--- src/design/tasc_pkg.sv ---
`timescale 1ns / 1ps
`default_nettype none
// ----------------------------------------------------------------------------
// Turret aim slew controller package
// Shared widths, item and configuration types, CORDIC arctangent table and
// angle helpers for the front end, queue and slew back end.
// ----------------------------------------------------------------------------
package tasc_pkg;

  // Angle and CORDIC sizing
  localparam int ANGLE_BITS   = 16;
  localparam int CORDIC_STEPS = 16;

  // Fixed field widths
  localparam int COORD_W   = 16;
  localparam int HOLD_W    = 16;
  localparam int EL_W      = 10;
  localparam int RATE_W    = 12;
  localparam int ARC_W     = 15;
  localparam int REST_W    = 16;
  localparam int OUT_W     = 16;
  localparam int CFG_IDX_W = 2;
  localparam int CFG_DAT_W = 16;

  // CORDIC datapath: coordinate scaled by 2^16, plus growth headroom
  localparam int CORDIC_FRAC = 16;
  localparam int CORDIC_W    = COORD_W + CORDIC_FRAC + 3;
  localparam int ACC_W       = 32;
  localparam int RND_SHIFT   = ACC_W - ANGLE_BITS;

  // Offset and step arithmetic
  localparam int OFF_W  = (ANGLE_BITS + 2 > ARC_W + 2) ? ANGLE_BITS + 2 : ARC_W + 2;
  localparam int PROD_W = RATE_W + EL_W;
  localparam int SAT_W  = (ANGLE_BITS > PROD_W) ? ANGLE_BITS : PROD_W;

  localparam int QUEUE_DEPTH = 4;

  localparam logic [ACC_W-1:0] ACC_HALF = ACC_W'(1) << (ACC_W - 1);

  typedef logic [ANGLE_BITS-1:0]  angle_t;
  typedef logic signed [OFF_W-1:0] offset_t;

  typedef enum logic {
    OP_AIM  = 1'b0,
    OP_TICK = 1'b1
  } op_e;

  typedef enum logic [CFG_IDX_W-1:0] {
    CFG_REST_BEARING  = 2'd0,
    CFG_ARC_HALF      = 2'd1,
    CFG_TRAVERSE_RATE = 2'd2
  } cfg_idx_e;

  typedef struct packed {
    logic signed [REST_W-1:0] rest_bearing;
    logic [ARC_W-1:0]         arc_half;
    logic [RATE_W-1:0]        traverse_rate;
  } tasc_cfg_t;

  // Classified item handed from the front end to the slew back end
  typedef struct packed {
    op_e               op;
    angle_t            goal;
    logic [HOLD_W-1:0] hold;
    logic [EL_W-1:0]   elapsed;
    angle_t            step;
  } tasc_item_t;

  // atan(2^-k) as a fraction of a turn, scaled by 2^32
  function automatic logic [ACC_W-1:0] atan_lut(input logic [4:0] k);
    logic [ACC_W-1:0] v;
    case (k)
      5'd0:    v = 32'h2000_0000;
      5'd1:    v = 32'h12E4_051E;
      5'd2:    v = 32'h09FB_385B;
      5'd3:    v = 32'h0511_11D4;
      5'd4:    v = 32'h028B_0D43;
      5'd5:    v = 32'h0145_D7E1;
      5'd6:    v = 32'h00A2_F61E;
      5'd7:    v = 32'h0051_7C55;
      5'd8:    v = 32'h0028_BE53;
      5'd9:    v = 32'h0014_5F2F;
      5'd10:   v = 32'h000A_2F98;
      5'd11:   v = 32'h0005_17CC;
      5'd12:   v = 32'h0002_8BE6;
      5'd13:   v = 32'h0001_45F3;
      5'd14:   v = 32'h0000_A2FA;
      5'd15:   v = 32'h0000_517D;
      5'd16:   v = 32'h0000_28BE;
      5'd17:   v = 32'h0000_145F;
      5'd18:   v = 32'h0000_0A30;
      5'd19:   v = 32'h0000_0518;
      5'd20:   v = 32'h0000_028C;
      5'd21:   v = 32'h0000_0146;
      5'd22:   v = 32'h0000_00A3;
      5'd23:   v = 32'h0000_0051;
      5'd24:   v = 32'h0000_0029;
      5'd25:   v = 32'h0000_0014;
      5'd26:   v = 32'h0000_000A;
      5'd27:   v = 32'h0000_0005;
      5'd28:   v = 32'h0000_0003;
      5'd29:   v = 32'h0000_0001;
      5'd30:   v = 32'h0000_0001;
      default: v = 32'h0000_0000;
    endcase
    return v;
  endfunction

  // Shortest signed turn from one bearing to another; exactly half a turn is positive
  function automatic offset_t shortest_turn(input angle_t from_a, input angle_t to_a);
    angle_t d;
    d = to_a - from_a;
    if (d == (angle_t'(1) << (ANGLE_BITS - 1))) begin
      return OFF_W'(d);
    end
    return OFF_W'(signed'(d));
  endfunction

  function automatic offset_t clamp_sym(input offset_t v, input offset_t lim);
    offset_t r;
    r = v;
    if (v > lim) begin
      r = lim;
    end else if (v < -lim) begin
      r = -lim;
    end
    return r;
  endfunction

  function automatic angle_t rest_angle(input logic signed [REST_W-1:0] rest);
    return ANGLE_BITS'(rest);
  endfunction

endpackage
`default_nettype wire

--- src/design/tasc_queue.sv ---
`timescale 1ns / 1ps
`default_nettype none
// ----------------------------------------------------------------------------
// Turret aim item queue
// Short first-in first-out buffer decoupling the front end from the back end.
// ----------------------------------------------------------------------------
module tasc_queue (
  input  wire logic                 clk_i,
  input  wire logic                 rst_ni,
  input  wire logic                 push_i,
  input  wire tasc_pkg::tasc_item_t push_item_i,
  output logic                      full_o,
  output logic                      valid_o,
  output tasc_pkg::tasc_item_t      head_o,
  input  wire logic                 pop_i
);
  import tasc_pkg::*;

  localparam int PTR_W = $clog2(QUEUE_DEPTH);
  localparam int CNT_W = $clog2(QUEUE_DEPTH + 1);

  tasc_item_t       mem_q [QUEUE_DEPTH];
  logic [PTR_W-1:0] wr_ptr_q, wr_ptr_d;
  logic [PTR_W-1:0] rd_ptr_q, rd_ptr_d;
  logic [CNT_W-1:0] cnt_q, cnt_d;

  assign full_o  = (cnt_q == CNT_W'(QUEUE_DEPTH));
  assign valid_o = (cnt_q != '0);
  assign head_o  = mem_q[rd_ptr_q];

  always_comb begin
    wr_ptr_d = push_i ? wr_ptr_q + 1'b1 : wr_ptr_q;
    rd_ptr_d = pop_i ? rd_ptr_q + 1'b1 : rd_ptr_q;
    cnt_d    = cnt_q;
    if (push_i && !pop_i) begin
      cnt_d = cnt_q + 1'b1;
    end else if (!push_i && pop_i) begin
      cnt_d = cnt_q - 1'b1;
    end
  end

  always_ff @(posedge clk_i or negedge rst_ni) begin
    if (!rst_ni) begin
      wr_ptr_q <= '0;
      rd_ptr_q <= '0;
      cnt_q    <= '0;
    end else begin
      wr_ptr_q <= wr_ptr_d;
      rd_ptr_q <= rd_ptr_d;
      cnt_q    <= cnt_d;
    end
  end

  always_ff @(posedge clk_i) begin
    if (push_i) begin
      mem_q[wr_ptr_q] <= push_item_i;
    end
  end

endmodule
`default_nettype wire

--- config.mk ---
export PLATFORM = sky130hd
export DESIGN_NAME = tasc_queue
export DESIGN_NICKNAME = d
export VERILOG_FILES = /design/src/design/tasc_pkg.sv /design/src/design/tasc_queue.sv
export SDC_FILE = /design/constraint.sdc
export NUM_CORES = 1
export LEC_CHECK = 0
export ABC_AREA = 1
export CAP_MARGIN = 25
export CELL_PAD_IN_SITES_DETAIL_PLACEMENT = 2
export CELL_PAD_IN_SITES_GLOBAL_PLACEMENT = 2
export CORE_ASPECT_RATIO = 0.6
export CORE_UTILIZATION = 24
export CTS_CLUSTER_DIAMETER = 40
export DETAILED_ROUTE_END_ITERATION = 16
export DONT_BUFFER_PORTS = 1
export PLACE_DENSITY_LB_ADDON = 0.2
export SETUP_SLACK_MARGIN = 0.1
export SLEW_MARGIN = 30
export SYNTH_ARGS = -nofsm -noshare
export SYNTH_HDL_FRONTEND = slang
export SYNTH_SLANG_ARGS = --single-unit
--- constraint.sdc ---
create_clock -name clk_i -period 2.4 [get_ports clk_i]
set_input_delay 0.24 -clock clk_i [delete_from_list [all_inputs] [get_ports clk_i]]
set_output_delay 0.24 -clock clk_i [all_outputs]
set_load 0.01 [all_outputs]
=== After elaboration in Yosys (flattened, before gate mapping) ===
Memories as Yosys holds them, arrays and structs flattened.
Index checks and enable logic that the tools add are counted.

* Register bits: 7
* Latch bits: 0
* Memory bits (writable): 236
* Memory bits (read-only): 0
* Input bits: 63
* Output and inout port bits: 61
* Logic and storage cells: 19
* Memories: 1

{| class="wikitable"
|+ Memory list
! name !! words !! width !! rd ports !! clocked after Yosys merged registers in !! wr ports !! RTL line !! source
|-
| mem_q || 4 || 59 || 1 || 0 || 1 || tasc_queue.sv:22 || <nowiki>tasc_item_t mem_q [QUEUE_DEPTH];</nowiki>
|}

* Add/subtract/negate cells: 4
* $mul: 0
* Div/mod/pow operators: 0
* Magnitude comparators: 0
* Equal/unequal tests: 1
* Shift operators: 0
* Multiplexer cells: 4
* Bitwise gates (word level): 0
* Reduce and logical (&&, ||, !) cells: 6

{| class="wikitable"
|+ Operators with widths
! operator !! number
|-
| 2-to-1 mux 3 bit || 2
|-
| adder 2 x 1 -> 2 bit (second input constant) || 2
|-
| adder 3 x 1 -> 3 bit (second input constant) || 1
|-
| equality test 3 bit (second input constant) || 1
|-
| nonzero test 3 bit || 1
|-
| subtractor 3 x 1 -> 3 bit (second input constant) || 1
|-
| logical AND 1 bit || 2
|-
| logical NOT 1 bit || 2
|-
| 2-to-1 mux 1 bit || 2
|-
| nonzero test 2 bit || 1
|}

=== Logic depth before layout (Yosys ltp) ===
Gate-level depths: netlist (run 1).

* Word-level depth: 4
* Gate-level depth with buffers: 9
* Gate-level depth less buffers: 9

=== Worst setup path after synthesis (run 1) ===
OpenSTA, ideal clock, no wires.

* Path kind: register to register
* Start point: reg wr_ptr_q[0]
* End point: mem mem_q[2][0] (netlist bit), enable pin
* Setup time: 0.413 ns
* Data arrival time: 1.818 ns
* Data required time: 1.987 ns
* Slack: 0.168 ns
* Cell stages (with the launch flop): 5
* Buffers on the path: 0
* Clock period less this slack: 2.232 ns
* Cells stage by stage: dfrtp_1 > inv_1 > ha_1 > nand2_1 > inv_1

{| class="wikitable"
|+ RTL lines
! element !! RTL line !! source
|-
| start, declared || tasc_queue.sv:23 || <nowiki>logic [PTR_W-1:0] wr_ptr_q, wr_ptr_d;</nowiki>
|-
| start signal, assigned || tasc_queue.sv:48 || <nowiki>wr_ptr_q <= wr_ptr_d;</nowiki>
|-
| end, declared || tasc_queue.sv:22 ||
|}

No word-level cell before the write port.

==> flow_summary.yaml, run 1 <==
timing:
  setup-violations-final: 0
  skew_ps: 23.2
  drv_slew: 0
  final.setup.tns_ps: 0
  max_slew_margin: 0.653
  hold_viol_final: 0
  clock.fmax_mhz: 457
  rsz0062_at_grt: "no"
  fin_crit_ps: 2190
  worst_pin_slew_ps: 520
  worst_slack_ps: 210
  post-route-period-util: 0.913
final_layout:
  layout.area.seq_mm2: 0.00727
  nFillCells: 4109
  nets: 885
  final_cell_mix: "edfxtp_1, nand2_1, inv_1, o211ai_1, dlygate4sd3_1"
  final_area_mm2: 0.0123
  area_growth_pct: 26.6
  multiInputGateArea_mm2: 0.00175
  mostFrequentLayoutCell: "edfxtp_1"
  drive_gt1_frac: 0.104
power_and_ir_drop:
  p_sw_mw: 5.59
  pwr-share-seq: 0.379
  p_total_mw: 15.6
  vdd_ir_drop_max_v: 0.000689
  leakagePower_nw: 4.63
  pwr-share-clk: 0.345
  power.density_mw_per_mm2: 1270
  p_sw_frac: 0.358
  intPower_mw: 10.0
  comb_power_share: 0.276
place:
  place_congestion: 0.681
  placed_area_mm2: 0.0104
  dpl_worst_slack_ps: 495
  io_buffers: 0
  place_hpwl_mm: 15.4
run:
  max_cap_violations: 0
clock_tree:
  cts_buffer_depth: 3
  cts_tree: "built"
  cts_made_buffers: 39
  clk_latency_ps: 530
  h-tree-depth: 2
  clock-sinks: 243
  cts_root_buffer: "clkbuf_16"
  clk_pin_slew_ps: 50
global_route:
  grt_pass1_wl_mm: 38.9
  grt_use_total: 0.125
  antenna_found_initial: 3
  grt_pass1_vias: 6581
  grt_max_degree: 82
  overflow: 0
worst_setup_path:
  cp.arrival_ps: 1950
  crit_fanout: 81
  cp.required_ps: 2160
  critical_path_class: "flop to output port"
  startpoint_type: "flop"
  critPathCaptureType: "output port"
floorplan:
  die_h_um: 158
  die_area_mm2: 0.0412
  core-area_mm2: 0.0394
  die_w_um: 261
  placementRows: 56
  initial_utilization: 0.246
  io_pins: 124
drt:
  wl_per_cell_um: 18.6
  vias: 5900
  drc_errors: 0
  ant_nets: 0
  via_per_inst: 4.30
  drt-pass1-iter-count: 4
  drt-total-wl_mm: 25.5
  drt_iter0_markers: 228
logic_synthesis:
  synth-simple-area-share: 0.0760
  synth_top_family_by_area: "compound AO/OA/AOI/OAI gates"
  ys_types: 18
  synthXorXnorAreaFrac: 0.00361
  syn_inst: 737
  syn_nets: 806
  synth_mux_area_frac: 0
  ys_warn_count: 0
  yosysSeqAreaShare: 0.749
  synth_compound_area_frac: 0.0919
  synthAdderAreaFrac: 0.00852
  syn_area_mm2: 0.00970
  synth.avg_cell_area_um2: 13.2
  ys_seq_elements: 243
hold_path:
  holdCritPathClass: "input pin to flop"
run_status:
  status: "complete, no violations"
## per-stage QoR
step                utilization  instances  hold WS [ps]
floorplan                     -        737         -55.6
global placement          0.263       1234         -54.8
detailed placement        0.263       1234         -54.9
CTS                       0.311       1368          25.3
global route              0.311       1370          78.2
finish                    0.311       1371          52.7
## area by class of cell
| cell class | count | share of cell area |
|---|---|---|
| multi-input combinational | 324 | 0.142 |
| timing repair buffer | 78 | 0.0697 |
| clock inverter | 31 | 0.0202 |
| clock buffer | 41 | 0.0819 |
| antenna | 2 | 0.000408 |
| tap | 522 | 0.0532 |
| inverter | 130 | 0.0402 |
| sequential | 243 | 0.592 |
## critical path: stages (launching register included)
cell      delay [ps]
dfrtp_4          600
buf_12           310
nand2_1          100
o211ai_1         110
nand2_1          200
## cell families after synthesis
kind of cell,after synthesis
xor gates and xnor gates,4
AOI/OAI and AO/OA,119
DFF,243
adders and majority gates,6
buffers and inverters,170
and+or+nand+nor,195
## timing repair
item                                    4_1_cts  5_1_grt
buffers inserted                              0        1
hold buffers                                 62        0
resized for setup                             4        2
endpoints found under the hold margin       248        0
endpoints found under the setup margin       57       24
## cell usage after synthesis
cell / number / area share
nand2_1: 191 / 0.074
o21ai_1: 1 / 0.00052
xnor2_1: 1 / 0.00090
xor2_1: 3 / 0.0027
nand3_1: 1 / 0.00052
nor3_1: 1 / 0.00052
nand4_1: 1 / 0.00065
buf_2: 31 / 0.016
nor2_1: 1 / 0.00039
edfxtp_1: 236 / 0.73
ha_1: 5 / 0.0065
o211ai_1: 118 / 0.091
buf_4: 3 / 0.0023
fa_1: 1 / 0.0021
clkbuf_1: 6 / 0.0023
inv_1: 129 / 0.050
inv_2: 1 / 0.00039
dfrtp_1: 7 / 0.018
## final timing paths
| check | cells past startpoint | slack [ps] | to | startpoint |
|---|---|---|---|---|
| max | 4 | 210 | head_o[1] | rd_ptr_q[0] |
| min | 3 | 50 | cnt_q[0] | pop_i |
| max reg2reg | 5 | 620 | mem_q[2][36] | wr_ptr_q[0] |
| max in group asynchronous | 1 | 1970 | rd_ptr_q[0] | rst_ni |
| min reg2reg | 2 | 500 | cnt_q[2] | cnt_q[2] |
| min in group asynchronous | 1 | 80 | wr_ptr_q[1] | rst_ni |
## per-layer routing
metal	GRT usage	vias to the layer above	wire length, µm
met1	0.147	3012	10800
met5	0	-	13
met2	0.222	104	12900
met3	0.0355	50	1290
li1	-	2732	-
met4	0.0360	2	528
## sequential cells by signal, summed over array words and instances, names as in the netlist
register / flops
rd_ptr_q: 2
cnt_q: 3
wr_ptr_q: 2
mem_q: 236
## power groups by stage
stage	logic (mW)	clock network, mW	registers (mW)
4_1_cts	4.44	5.56	5.96
5_1_grt	4.85	5.71	6.00
3_3_place_gp	4.12	0	5.99
2_1_floorplan	3.04	0	5.83
3_5_place_dp	4.25	0	6.05
6_report	4.30	5.38	5.92
(Power assumes the default switching activity.)
==> inputs of run 2 (changes only) <==
- CORE_UTILIZATION: 24 -> 35
==> run 2 against run 1 <==
Compared with the run above: flip-flop and latch count unchanged; non-clock buffer count increased by 10; clock skew decreased by 5.7 ps; clock power fell by 22%; maximum frequency grew 0.92%; design area fell by 3.3%; die area down 31%; hold slack gained 12 ps; largest cell class unchanged.
==> flow_summary.yaml, run 2 (same netlist as run 1, synthesis figures left out) <==
run_status:
  status: "complete, no violations"
global_route:
  antenna_found_initial: 1
  grt_max_degree: 57
  grt_use_total: 0.182
  grt_pass1_wl_mm: 38.5
  grt_pass1_vias: 6472
  overflow: 0
final_layout:
  drive_gt1_frac: 0.0935
  mostFrequentLayoutCell: "edfxtp_1"
  largestRegisters: "mem_q (236), cnt_q (3)"
  regMostFlops: "mem_q"
  largest_reg_flops: 236
  area_growth_pct: 22.4
  final_cell_mix: "edfxtp_1, nand2_1, inv_1, o211ai_1, dlygate4sd3_1"
  nets: 885
  diodes: 0
  layout.area.seq_mm2: 0.00727
  multiInputGateArea_mm2: 0.00175
  nFillCells: 2672
floorplan:
  initial_utilization: 0.361
  die_area_mm2: 0.0284
  die_w_um: 217
  die_h_um: 131
  placementRows: 46
  io_pins: 124
  core-area_mm2: 0.0268
clock_tree:
  clk_pin_slew_ps: 60
  h-tree-depth: 1
  cts_tree: "built"
  cts_buffer_depth: 3
  cts_made_buffers: 29
  clock-sinks: 243
  cts_root_buffer: "clkbuf_16"
  clk_latency_ps: 560
worst_setup_path:
  cp.required_ps: 2160
  critical_path_class: "flop to output port"
  crit_slowest_cell: "dfrtp_4"
  worstPathCellList: "inv_4, bufbuf_16, o211ai_1, nand2_1"
  crit_fanout: 19
  cpPeakStageDelay_ps: 620
  critPathCaptureType: "output port"
  cp.arrival_ps: 1930
  startpoint_type: "flop"
place:
  place_congestion: 0.689
  place_hpwl_mm: 15.1
  io_buffers: 0
drt:
  ant_nets: 0
  drt-pass1-iter-count: 4
  via_per_inst: 4.89
  wl_per_cell_um: 21.1
  drc_errors: 0
  vias: 5839
  drt_iter0_markers: 203
  drt-total-wl_mm: 25.2
timing:
  max_slew_margin: 0.693
  final.setup.tns_ps: 0
  setup-violations-final: 0
  drv_slew: 0
  timing.hold.ws_ps: 64.7
  worst_pin_slew_ps: 458
  post-route-period-util: 0.904
  rsz0062_at_grt: "no"
  clock.fmax_mhz: 461
  hold_viol_final: 0
  fin_crit_ps: 2170
  skew_ps: 17.5
hold_path:
  holdCritPathClass: "input pin to asynchronous set/reset pin"
power_and_ir_drop:
  vdd_ir_drop_max_v: 0.000585
  leakagePower_nw: 4.55
  power.density_mw_per_mm2: 1250
run:
  max_cap_violations: 0
## run 2: worst paths after layout
check,slack [ps],end,depth (start not counted),startpoint
worst max-delay path,230,head_o[45],4,rd_ptr_q[1]
worst min-delay path,60,rd_ptr_q[1],1,rst_ni
worst max register to register,870,mem_q[2][25],5,wr_ptr_q[0]
worst min register to register,500,cnt_q[2],2,cnt_q[2]
max in group asynchronous,1980,rd_ptr_q[0],1,rst_ni
min in group clk_i,170,mem_q[0][6],3,push_i
## run 2: repair_timing
| item | 4_1_cts | 5_1_grt |
|---|---|---|
| hold buffers | 62 | 0 |
| hold endpoints to repair | 249 | 0 |
| setup endpoints to repair | 44 | 18 |
| gates cloned | 1 | 0 |
| buffers inserted | 2 | 3 |
| resized for setup | 1 | 1 |
## run 2: power breakdown
group	internal (mW)	leakage [nW]	switching, mW	total, mW
clock	2.44	0.438	1.77	4.21
combinational	1.48	1.86	3.22	4.69
sequential	5.57	2.25	0.322	5.89
## run 2: layout make-up
cell class,count,share of cell area
timing repair buffer,88,0.0845
inverter,130,0.0413
sequential,243,0.613
tap,360,0.0380
clock buffer,31,0.0618
multi-input combinational,324,0.147
clock inverter,18,0.0148
## run 2: per-stage QoR
stage	utilization	power (mW)	std cells	setup slack [ps]	cell area, µm²
after global routing	0.442	15.6	1194	124	11900
final	0.442	14.8	1194	229	11900
after floorplan	-	8.86	737	168	9700
after global placement	0.381	10.1	1077	659	10200
after detailed placement	0.381	10.4	1077	559	10200
after CTS	0.441	15.0	1191	106	11800
## run 2: critical path: cells and delay by family (launching register included)
family | cells | cell delay [ps]
flip-flops | 1 | 620
AND/OR/NAND/NOR | 1 | 120
buffers and inverters | 2 | 500
AO/OA/AOI/OAI | 1 | 120
## run 2: routing by layer
layer  part of all wire  up-vias  GRT usage
li1                   -     2719          -
met1               0.45     2973      0.234
met2               0.49      106      0.315
met3              0.046       39     0.0449
met4              0.016        2     0.0402
met5            0.00044        -          0
