==> src/design/tasc_pkg.sv <==
`timescale 1ns / 1ps
`default_nettype none
// ----------------------------------------------------------------------------
// Turret aim slew controller package
// Shared widths, item and configuration types, CORDIC arctangent table and
// angle helpers for the front end, queue and slew back end.
// ----------------------------------------------------------------------------
package tasc_pkg;

  // Angle and CORDIC sizing
  localparam int ANGLE_BITS   = 16;
  localparam int CORDIC_STEPS = 16;

  // Fixed field widths
  localparam int COORD_W   = 16;
  localparam int HOLD_W    = 16;
  localparam int EL_W      = 10;
  localparam int RATE_W    = 12;
  localparam int ARC_W     = 15;
  localparam int REST_W    = 16;
  localparam int OUT_W     = 16;
  localparam int CFG_IDX_W = 2;
  localparam int CFG_DAT_W = 16;

  // CORDIC datapath: coordinate scaled by 2^16, plus growth headroom
  localparam int CORDIC_FRAC = 16;
  localparam int CORDIC_W    = COORD_W + CORDIC_FRAC + 3;
  localparam int ACC_W       = 32;
  localparam int RND_SHIFT   = ACC_W - ANGLE_BITS;

  // Offset and step arithmetic
  localparam int OFF_W  = (ANGLE_BITS + 2 > ARC_W + 2) ? ANGLE_BITS + 2 : ARC_W + 2;
  localparam int PROD_W = RATE_W + EL_W;
  localparam int SAT_W  = (ANGLE_BITS > PROD_W) ? ANGLE_BITS : PROD_W;

  localparam int QUEUE_DEPTH = 4;

  localparam logic [ACC_W-1:0] ACC_HALF = ACC_W'(1) << (ACC_W - 1);

  typedef logic [ANGLE_BITS-1:0]  angle_t;
  typedef logic signed [OFF_W-1:0] offset_t;

  typedef enum logic {
    OP_AIM  = 1'b0,
    OP_TICK = 1'b1
  } op_e;

  typedef enum logic [CFG_IDX_W-1:0] {
    CFG_REST_BEARING  = 2'd0,
    CFG_ARC_HALF      = 2'd1,
    CFG_TRAVERSE_RATE = 2'd2
  } cfg_idx_e;

  typedef struct packed {
    logic signed [REST_W-1:0] rest_bearing;
    logic [ARC_W-1:0]         arc_half;
    logic [RATE_W-1:0]        traverse_rate;
  } tasc_cfg_t;

  // Classified item handed from the front end to the slew back end
  typedef struct packed {
    op_e               op;
    angle_t            goal;
    logic [HOLD_W-1:0] hold;
    logic [EL_W-1:0]   elapsed;
    angle_t            step;
  } tasc_item_t;

  // atan(2^-k) as a fraction of a turn, scaled by 2^32
  function automatic logic [ACC_W-1:0] atan_lut(input logic [4:0] k);
    logic [ACC_W-1:0] v;
    case (k)
      5'd0:    v = 32'h2000_0000;
      5'd1:    v = 32'h12E4_051E;
      5'd2:    v = 32'h09FB_385B;
      5'd3:    v = 32'h0511_11D4;
      5'd4:    v = 32'h028B_0D43;
      5'd5:    v = 32'h0145_D7E1;
      5'd6:    v = 32'h00A2_F61E;
      5'd7:    v = 32'h0051_7C55;
      5'd8:    v = 32'h0028_BE53;
      5'd9:    v = 32'h0014_5F2F;
      5'd10:   v = 32'h000A_2F98;
      5'd11:   v = 32'h0005_17CC;
      5'd12:   v = 32'h0002_8BE6;
      5'd13:   v = 32'h0001_45F3;
      5'd14:   v = 32'h0000_A2FA;
      5'd15:   v = 32'h0000_517D;
      5'd16:   v = 32'h0000_28BE;
      5'd17:   v = 32'h0000_145F;
      5'd18:   v = 32'h0000_0A30;
      5'd19:   v = 32'h0000_0518;
      5'd20:   v = 32'h0000_028C;
      5'd21:   v = 32'h0000_0146;
      5'd22:   v = 32'h0000_00A3;
      5'd23:   v = 32'h0000_0051;
      5'd24:   v = 32'h0000_0029;
      5'd25:   v = 32'h0000_0014;
      5'd26:   v = 32'h0000_000A;
      5'd27:   v = 32'h0000_0005;
      5'd28:   v = 32'h0000_0003;
      5'd29:   v = 32'h0000_0001;
      5'd30:   v = 32'h0000_0001;
      default: v = 32'h0000_0000;
    endcase
    return v;
  endfunction

  // Shortest signed turn from one bearing to another; exactly half a turn is positive
  function automatic offset_t shortest_turn(input angle_t from_a, input angle_t to_a);
    angle_t d;
    d = to_a - from_a;
    if (d == (angle_t'(1) << (ANGLE_BITS - 1))) begin
      return OFF_W'(d);
    end
    return OFF_W'(signed'(d));
  endfunction

  function automatic offset_t clamp_sym(input offset_t v, input offset_t lim);
    offset_t r;
    r = v;
    if (v > lim) begin
      r = lim;
    end else if (v < -lim) begin
      r = -lim;
    end
    return r;
  endfunction

  function automatic angle_t rest_angle(input logic signed [REST_W-1:0] rest);
    return ANGLE_BITS'(rest);
  endfunction

endpackage
`default_nettype wire

==> src/design/tasc_back.sv <==
`timescale 1ns / 1ps
`default_nettype none
// ----------------------------------------------------------------------------
// Turret aim slew back end
// Applies queued items to the aim, goal and hold state and registers the
// result transaction.
// ----------------------------------------------------------------------------
module tasc_back (
  input  wire logic                     clk_i,
  input  wire logic                     rst_ni,
  input  wire tasc_pkg::tasc_cfg_t      cfg_i,
  input  wire logic                     q_valid_i,
  input  wire tasc_pkg::tasc_item_t     q_head_i,
  output logic                          pop_o,
  output logic                          out_valid_o,
  input  wire logic                     out_stall_i,
  output logic signed [15:0]            aim_angle_o,
  output logic signed [15:0]            goal_angle_o,
  output logic                          holding_o
);
  import tasc_pkg::*;

  angle_t            aim_q, aim_d;
  angle_t            goal_q, goal_d;
  logic [HOLD_W-1:0] hold_q, hold_d;
  angle_t            target;
  offset_t           dlt;

  logic              out_vld_q;
  angle_t            out_aim_q;
  angle_t            out_goal_q;
  logic              out_hold_q;

  assign pop_o        = q_valid_i && (!out_vld_q || !out_stall_i);
  assign out_valid_o  = out_vld_q;
  assign aim_angle_o  = OUT_W'(out_aim_q);
  assign goal_angle_o = OUT_W'(out_goal_q);
  assign holding_o    = out_hold_q;

  always_comb begin
    aim_d  = aim_q;
    goal_d = goal_q;
    hold_d = hold_q;
    target = '0;
    dlt    = '0;
    case (q_head_i.op)
      OP_AIM: begin
        goal_d = q_head_i.goal;
        hold_d = q_head_i.hold;
      end
      default: begin
        // Count the hold down first, then steer toward goal or stow
        hold_d = (hold_q > HOLD_W'(q_head_i.elapsed)) ?
                 hold_q - HOLD_W'(q_head_i.elapsed) : '0;
        target = (hold_d != '0) ? goal_q : rest_angle(cfg_i.rest_bearing);
        dlt    = clamp_sym(shortest_turn(aim_q, target), signed'(OFF_W'(q_head_i.step)));
        aim_d  = aim_q + ANGLE_BITS'(dlt);
      end
    endcase
  end

  always_ff @(posedge clk_i or negedge rst_ni) begin
    if (!rst_ni) begin
      aim_q     <= '0;
      goal_q    <= '0;
      hold_q    <= '0;
      out_vld_q <= 1'b0;
    end else begin
      if (pop_o) begin
        aim_q     <= aim_d;
        goal_q    <= goal_d;
        hold_q    <= hold_d;
        out_vld_q <= 1'b1;
      end else if (!out_stall_i) begin
        out_vld_q <= 1'b0;
      end
    end
  end

  always_ff @(posedge clk_i) begin
    if (pop_o) begin
      out_aim_q  <= aim_d;
      out_goal_q <= goal_d;
      out_hold_q <= (hold_d != '0);
    end
  end

endmodule
`default_nettype wire

==> config.mk <==
export PLATFORM = sky130hd
export DESIGN_NAME = tasc_back
export DESIGN_NICKNAME = d
export VERILOG_FILES = /design/src/design/tasc_pkg.sv /design/src/design/tasc_back.sv
export SDC_FILE = /design/constraint.sdc
export NUM_CORES = 1
export LEC_CHECK = 0
export ABC_AREA = 1
export BUFFER_PORTS_ARGS = -buffer_cell sky130_fd_sc_hd__buf_2
export CAP_MARGIN = 30
export CORE_MARGIN = 10
export CORE_UTILIZATION = 50
export DETAILED_ROUTE_END_ITERATION = 12
export PLACE_DENSITY = 0.8
export REMOVE_ABC_BUFFERS = 1
export SYNTH_ARGS = -nofsm -noshare
export SYNTH_HDL_FRONTEND = slang
export SYNTH_SLANG_ARGS = --single-unit
==> constraint.sdc <==
create_clock -name clk_i -period 11.5 [get_ports clk_i]
set_clock_uncertainty 0.15 [all_clocks]
set_input_delay 1.15 -clock clk_i [delete_from_list [all_inputs] [get_ports clk_i]]
set_output_delay 1.15 -clock clk_i [all_outputs]
set_load 0.05 [all_outputs]
Yosys cells after proc, flatten, opt, wreduce, memory -nomap -nowiden. Cells that the tools add are included. W data, S select, Z words.

Register bits after elaboration: 82. Latch bits: 0. Bits in writable memories: 0. ROM bits: 0. Bits of input ports: 106. Output and inout bits: 35. Word-level logic and storage cells: 37. Memories kept: 0.

$add $sub $neg: 4. Multiply operators: 0. Divide/modulo/power cells: 0. Magnitude comparators: 3. Equality and inequality tests: 2. Shifts and indexed selects: 0. Multiplexer cells: 15. Bitwise operators: 0. Reduce and logical (&&, ||, !) cells: 6.

Operators with widths (number): $mux W16 (8); $mux W18 (3); $reduce_bool A16 Y1 (2); $gt A18 B17 Y1 (1); $lt A18 B18 Y1 (1); $neg A16 Y18 (1); $add A16 B16 Y16 (1); $eq A16 B16 Y1 const B (1); $gt A16 B10 Y1 (1); $sub A16 B10 Y16 (1); $sub A16 B16 Y16 (1); $mux W1 (4); $logic_not A1 Y1 (2); $ne A2 B2 Y1 const B (1); $logic_and A1 B1 Y1 (1); $logic_or A1 B1 Y1 (1).

Longest topological paths before layout. Gate-level depths: netlist (run 1).

Depth after elaboration: 16. Gate-level depth with buffers: 66.

Least setup slack after synthesis (run 1). OpenSTA, ideal clock, no wires.

Path type: input to register. Start: input port q_head_i[16] (netlist name). End: register out_aim_q[14], in the netlist aim_angle_o[14], data pin. Data arrival time: 9122 ps. Slack: 1949 ps. Stages: 58. Buffers on the path: 3. Cell sequence: ha_1 -> fa_1 -> inv_1 -> nand3_1 -> nand2_1 -> nand2_1 -> nand3_2 -> nand2_1 -> nand2_2 -> buf_6 -> nand3_2 -> nand2_1 -> nor2_4 -> nand3_4 -> clkbuf_1 -> o21ai_0 -> ha_1 -> fa_1 -> [22 not listed] -> o211ai_1 -> o21ai_0 -> fa_1 -> nand2_1 -> nand2_1 -> a21oi_1 -> nor2_1 -> a21boi_0 -> o21ai_0 -> nand2_1 -> nand2_1 -> a21oi_1 -> o21ai_0 -> a21oi_1 -> nor2_1 -> nor2_1 -> xor2_1 -> a21boi_0.

Longest elaborated chain between the ends: 16. Elaborated cells on any way between the ends: 19. Classes of those cells: add/sub (3); order compare (3); eq/ne (1); mux (11); reduce/logical (1).

RTL lines: from (decl) (line tasc_back.sv:13) `input wire tasc_pkg::tasc_item_t q_head_i,`; $sub A16 B10 Y16 / $gt A16 B10 Y1 (equally long branches) (line tasc_back.sv:54, tasc_back.sv:53); $mux W16 (*) (line tasc_back.sv:53) `hold_d = (hold_q > HOLD_W'(q_head_i.elapsed)) ?`; $reduce_bool A16 Y1 (*) (line tasc_back.sv:55) `target = (hold_d != '0) ? goal_q : rest_angle(cfg_i.rest_bearing);`; $mux W16 (*) (line tasc_back.sv:55); $sub A16 B16 Y16 (*) (line tasc_pkg.sv:112) `d = to_a - from_a;`; $eq A16 B16 Y1 (line tasc_pkg.sv:113) `if (d == (angle_t'(1) << (ANGLE_BITS - 1))) begin`; $mux W1 (line tasc_pkg.sv:113); $mux W1 (line tasc_back.sv:46) `case (q_head_i.op)`; $mux W18 (*) (line tasc_pkg.sv:116) `return OFF_W'(signed'(d));`; $mux W18 (*) (line tasc_back.sv:46); $lt A18 B18 Y1 (line tasc_pkg.sv:124) `end else if (v < -lim) begin`; $mux W16 (line tasc_pkg.sv:124); $mux W16 (*) (line tasc_pkg.sv:122) `if (v > lim) begin`; $mux W16 (*) (line tasc_back.sv:46); $add A16 B16 Y16 (*) (line tasc_back.sv:57) `aim_d = aim_q + ANGLE_BITS'(dlt);`; $mux W16 (*) (line tasc_back.sv:46); net aim_d[14] (line tasc_back.sv:23) `angle_t aim_q, aim_d;`; to (signal assigned) (line tasc_back.sv:82) `out_aim_q <= aim_d;`; to (decl) (line tasc_back.sv:30) `angle_t out_aim_q;`.

Mark *: on every way through the listed nets, which the timed path passes. The rest lies on a longest branch. The select of a mux whose other input is x is not followed. A chain may end at the register's enable or synchronous reset.

Final worst setup path (run 1).
Start: input port q_head_i[16] (netlist name). End: register aim_q[14].

Longest elaborated chain between the ends: 16. Elaborated cells on any way between the ends: 19. Classes of those cells: add/sub (3); order compare (3); eq/ne (1); mux (11); reduce/logical (1).

RTL lines: $sub A16 B10 Y16 / $gt A16 B10 Y1 (equally long branches) (line tasc_back.sv:54, tasc_back.sv:53); $mux W16 (*) (line tasc_back.sv:53); $reduce_bool A16 Y1 (*) (line tasc_back.sv:55); $mux W16 (*) (line tasc_back.sv:55); $sub A16 B16 Y16 (*) (line tasc_pkg.sv:112); $eq A16 B16 Y1 (line tasc_pkg.sv:113); $mux W1 (line tasc_pkg.sv:113); $mux W1 (line tasc_back.sv:46); $mux W18 (*) (line tasc_pkg.sv:116); $mux W18 (*) (line tasc_back.sv:46); $lt A18 B18 Y1 (line tasc_pkg.sv:124); $mux W16 (line tasc_pkg.sv:124); $mux W16 (*) (line tasc_pkg.sv:122); $mux W16 (*) (line tasc_back.sv:46); $add A16 B16 Y16 (*) (line tasc_back.sv:57); $mux W16 (*) (line tasc_back.sv:46); net aim_d[14] (line tasc_back.sv:23); to (signal assigned) (line tasc_back.sv:70) `aim_q <= aim_d;`; to (decl) (line tasc_back.sv:23).

Marked as above.

==> metrics, run 1 <==
status finished clean; Core ar. 14,600 um2; post-route setup slack 0.919 ns; Startpoint Class input port; post-route ant nets 0; largest net degree at the start of global routing 81; crit path max fanout 16; Final TNS setup 0 ns; Avg Inst Size Synth 7.06 um2; clk root buf clkbuf_16; Seq/Total Area, Yosys 0.298; Final HPWL DP 15,500 um; CP endpoint kind flip-flop; die area 20,200 um2; Sink Count 82; register bit total from synthesis 82; slowest stage delay, CP 0.44 ns; final cycle utilization of the critical path 0.920; f_max 0.0945 GHz; Min Hold Slack 0.340 ns; global-route wire length before repair 31,500 um; first-iteration detailed-routing DRC count 500; Fillers 1,397; FF-to-FF Start hold_q[0]; Final min period 10.58 ns; Max Slew Vio Count 0; Hold Crit Start out_valid_o; most used cell, CP nand2_1; synthesized cell area 7440 um2; 1st-pass router iterations 7; antenna violations before repair 2; DRC viols 0; pwr/cell area 357 nW/um2; most frequent cells in the layout nand2_1 (280), inv_1 (160), buf_2 (113); Area growth, synth to finish 14.3%; main combinational cell family by area after synthesis simple AND/OR/NAND/NOR gates; clk buf depth 2; nets@finish 1,342; post-synthesis mux area share 0; clock slew at reported path FFs 0.06 ns; Hold Path Sink out_valid_o; CP arrival 10.63 ns; Synth cell types 50; Max-slew headroom 0.457; H-Tree Depth 3; Clk Latency, worst-skew pair 0.34 ns; critical path class in -> reg; compound-gate portion of the synthesized area 0.165; adder and majority gate portion of the synthesized area 0.139; Die W 142 um; Worst-Margin Slew 0.814 ns; RePlAce Congestion 0.947; worst hold stages 2; Lkg Pwr 0.00440 uW; number of cells on the worst reg-to-reg path 59; # rows 44; Finish-stage setup viols 0; leading cell type in the layout, fill and taps excluded nand2_1; Port Buf Inserts 113; Crit path required time 11.55 ns; maximum vdd ir drop 0.000263 V; diode count 0; layout cell share with drive strength beyond 1 0.140; initial core utilization 0.510; R2R Setup Slk 1.46 ns; total power 3040 uW; final hold viol count 0; Via density 5.36; Syn Inst Count 1,054; multi-input logic area 4500 um2; Die Y 142 um; slowest stage cell, crit path fa_1; vias in the first global route 6,670; final WL 19,800 um; pre-CTS setup slack 0.543 ns; CTS tree yes; Critical R2R Capture aim_q[14]; vias 7,199; Yosys warnings 0; I/O pin count 141; RSZ-0062 raised after global routing false; CTS Buf Count 9; max-cap viol count 0; GRT Overall Usage 0.189; residual overflow from global routing 0; xor/xnor share of the synthesized area 0.0412; routed len/inst 14.7 um; Sequential cell area 2220 um2; hold crit path type reg -> reg; simple logic cell fraction of the synthesized area 0.257
==> stage by stage <==
step / instances / utilization / area (um2)
after floorplan: 1026 / - / 7330
after global placement: 1327 / 0.559 / 8150
after detailed placement: 1327 / 0.559 / 8150
after CTS: 1343 / 0.582 / 8500
after global routing: 1344 / 0.583 / 8510
final: 1344 / 0.583 / 8510
==> synthesized netlist by cell type, drive strengths merged <==
master | n | area [um2]
a21boi | 5 | 37.5
o21ai | 114 | 574
a21o | 1 | 7.51
xor2 | 24 | 210
a211oi | 1 | 7.51
a31o | 1 | 8.76
nor2 | 61 | 254
nand4 | 14 | 87.6
nand2 | 288 | 1110
a31oi | 10 | 62.6
o21bai | 1 | 7.51
o2111a | 1 | 11.3
o22ai | 1 | 6.26
buf | 8 | 43.8
nor4 | 4 | 31.3
a221oi | 1 | 8.76
o311ai | 1 | 8.76
dfrtp | 49 | 1230
and3 | 1 | 6.26
fa | 3 | 60.1
ha | 78 | 976
o221ai | 2 | 17.5
o21a | 1 | 7.51
inv | 165 | 619
nand3 | 56 | 325
nor3 | 13 | 75.1
a21oi | 60 | 300
o31ai | 3 | 22.5
nand3b | 2 | 15.0
xnor2 | 11 | 96.3
or2 | 1 | 6.26
clkbuf | 20 | 75.1
o211ai | 19 | 143
edfxtp | 33 | 991
nor4b | 1 | 8.76
==> repair_timing <==
action | 4_1_cts | 5_1_grt
setup buffers | 0 | 0
hold buffers | 0 | 0
setup endpoints to repair | 0 | 2
gates resized for setup | 0 | 3
==> per-layer routing <==
metal / vias up / global-route usage / wire length, um
met1: 3207 / 0.235 / 8670
li1: 3695 / - / -
met2: 261 / 0.307 / 8980
met4: 0 / 0.0581 / 460
met5: - / 0 / 0
met3: 36 / 0.0554 / 1690
==> worst max-delay path by stage <==
stage                  from         to  slack, ns  cells past startpoint
3_5_place_dp   q_head_i[19]  aim_q[14]       0.54                     59
3_3_place_gp   q_head_i[19]  aim_q[14]       0.73                     59
2_1_floorplan  q_head_i[16]  aim_q[14]       1.98                     57
6_report       q_head_i[16]  aim_q[14]       0.92                     59
4_1_cts        q_head_i[19]  aim_q[14]       0.78                     59
5_1_grt        q_head_i[16]  aim_q[14]       0.14                     59
==> report_power, final <==
part / switching [uW] / total, uW / internal (uW) / leakage, uW
sequential: 52.1 / 483 / 430 / 0.000922
combinational: 1430 / 2220 / 794 / 0.00332
clock: 121 / 334 / 213 / 0.000159
==> logic make-up after synthesis <==
| logic type | after synthesis |
|---|---|
| simple gates | 441 |
| compound gates | 222 |
| buf+inv | 193 |
| flops | 82 |
| fa+ha+maj | 81 |
| xor+xnor | 35 |
==> critical path, delay by kind of cell <==
kind / cells / cell delay (ns)
and+or+nand+nor: 29 / 3.70
xor gates and xnor gates: 2 / 0.37
adders and majority gates: 6 / 1.99
AOI/OAI and AO/OA: 16 / 2.93
buffers and inverters: 6 / 0.45
==> cell type report <==
cell class / count / area share
clock buffer: 10 / 0.0269
timing repair buffer: 117 / 0.0700
multi-input combinational: 780 / 0.529
clock inverter: 6 / 0.0134
sequential: 82 / 0.261
tap: 184 / 0.0271
inverter: 165 / 0.0729
==> flip-flops by register name, indices dropped and copies added, names as in the netlist <==
signal and count:
aim_angle_o 16, aim_q 16, goal_angle_o 16, goal_q 16
hold_q 16, holding_o 1, out_valid_o 1
Note: power is estimated with default switching activity, not from simulation.
==> run 2, diff against run 1 <==
--- a/config.mk
+++ b/config.mk
@@ -12,6 +12,7 @@
 export CORE_UTILIZATION = 50
 export DETAILED_ROUTE_END_ITERATION = 12
 export PLACE_DENSITY = 0.8
+export RECOVER_POWER = 50
 export REMOVE_ABC_BUFFERS = 1
 export SYNTH_ARGS = -nofsm -noshare
 export SYNTH_HDL_FRONTEND = slang
==> run 2 against run 1 <==
Compared with the run above:
- worst hold slack gained 0.0032 ns
- the flow now finishes with violations (max-capacitance violations, max-slew violations)
- largest cell class unchanged
- via count shrank 0.25%
- sequential power is essentially flat
- core utilization down 0.33 points
- critical path type unchanged
- cell count unchanged
- combinational power hardly changed
- sequential share of layout area up 0.15 points
- register-to-register slack barely moved
==> metrics, run 2 (synthesis results as in run 1) <==
CP arrival 10.62 ns (about the same); layout cell share with drive strength beyond 1 0.108 (-0.0319); clk buf depth 2 (unchanged); postcts setup bufs 0 (unchanged); Lkg Pwr 0.00429 uW (-2.4%); initial core utilization 0.510 (unchanged); Core ar. 14,600 um2 (unchanged); CTS resizes 0 (unchanged); max-cap viol count 1 (+1); routed len/inst 14.7 um (about the same); Worst-Margin Slew 2.96 ns (+2.14 ns); Area growth, synth to finish 13.6%; maximum vdd ir drop 0.000261 V (-0.68%); Max Slew Vio Count 50 (+50); critical path class in -> reg; Layout Cells excl Fill 1,344 (unchanged); status finished, violations left; H-Tree Depth 3 (unchanged); pwr/cell area 358 nW/um2 (+0.22%); Final HPWL DP 15,500 um (unchanged); final cycle utilization of the critical path 0.919 (-0.000924); slowest stage delay, CP 0.43 ns (about the same); global-route wire length before repair 31,500 um (unchanged); most used cell, CP nand2_1; clk root buf clkbuf_16; Min Hold Slack 0.343 ns (+0.00319 ns); CTS tree yes; placed cells 1,327 (unchanged); Die Y 142 um (unchanged); Max-slew headroom -0.971 (-1.43); Via density 5.34 (-0.25%); first-iteration detailed-routing DRC count 480 (-4.0%); CP endpoint kind flip-flop; Die W 142 um (unchanged); Sink Count 82 (unchanged); RePlAce Congestion 0.947 (unchanged); failing checks max-capacitance violations, max-slew violations; f_max 0.0946 GHz (+0.10%); 1st-pass router iterations 5 (-2); Crit path required time 11.55 ns (about the same); slowest stage cell, crit path fa_1; leading cell type in the layout, fill and taps excluded nand2_1; nets@finish 1,342 (unchanged); vias 7,181 (-0.25%); diode count 0 (unchanged); I/O pin count 141 (unchanged); Clk Latency, worst-skew pair 0.35 ns (about the same); die area 20,200 um2 (unchanged); final WL 19,800 um (about the same); Hold-fix buffers, CTS 0 (unchanged); DRC viols 0 (unchanged); residual overflow from global routing 0 (unchanged); CTS Buf Count 9 (unchanged); final hold viol count 0 (unchanged); vias in the first global route 6,670 (unchanged); GRT Overall Usage 0.189 (unchanged); antenna violations before repair 2 (unchanged); hold crit path type reg -> reg; crit path max fanout 16 (unchanged); most frequent cells in the layout nand2_1 (280), inv_1 (161), o21ai_0 (110); Core Util, Final 0.580 (-0.00326); RSZ-0062 raised after global routing false; Port Buf Inserts 113 (unchanged); Final min period 10.57 ns (-0.0106 ns); Finish-stage setup viols 0 (unchanged); post-route ant nets 0 (unchanged); largest net degree at the start of global routing 81 (unchanged); Final TNS setup 0 ns (unchanged); # rows 44 (unchanged); Startpoint Class input port; clock slew at reported path FFs 0.06 ns (about the same)
-- run 2: per-layer routing --
layer	part of all wire	vias up	track usage
met3	0.089	35	0.0554
met2	0.45	253	0.307
met4	0.022	0	0.0581
met1	0.44	3200	0.235
met5	0	-	0
li1	-	3693	-
-- run 2: cell type report --
| type | instances | area, um2 |
|---|---|---|
| well taps | 184 | 230 |
| clock buffers | 10 | 229 |
| clock inverters | 6 | 114 |
| inverters | 165 | 621 |
| fillers | 1416 | 6130 |
| repair buffers | 117 | 548 |
| flip-flops and latches | 82 | 2220 |
| multi-input cells | 780 | 4500 |
-- run 2: report_power, final --
part	internal, uW	switching [uW]
clock	213	121
combinational	784	1420
sequential	431	53.1
-- run 2: critical path, delay by kind of cell --
kind / cells / cell delay (ns)
AND/OR/NAND/NOR: 28 / 3.59
adder cells (fa/ha/maj): 6 / 1.98
XOR/XNOR: 2 / 0.37
buffers and inverters: 6 / 0.45
AO/OA/AOI/OAI: 17 / 3.03
-- run 2: worst paths after layout --
check                        startpoint          to  slack, ns  cells after the start
setup / recovery           q_head_i[16]   aim_q[14]       0.93                     59
max in group asynchronous        rst_ni  goal_q[11]       7.82                      2
setup reg to reg              hold_q[0]   aim_q[14]       1.47                     59
min in group asynchronous        rst_ni   goal_q[4]       1.71                      2
hold reg to reg               hold_q[9]   hold_q[9]       0.34                      2
hold / removal                hold_q[9]   hold_q[9]       0.34                      2
-- run 2: stage by stage --
step / setup slack, ns / cell area [um2] / total power [uW]
floorplan: 1.98 / 7330 / 2180
global placement: 0.728 / 8150 / 2610
detailed placement: 0.543 / 8150 / 2680
CTS: 0.776 / 8500 / 3030
global route: 0.102 / 8460 / 3360
finish: 0.930 / 8460 / 3030
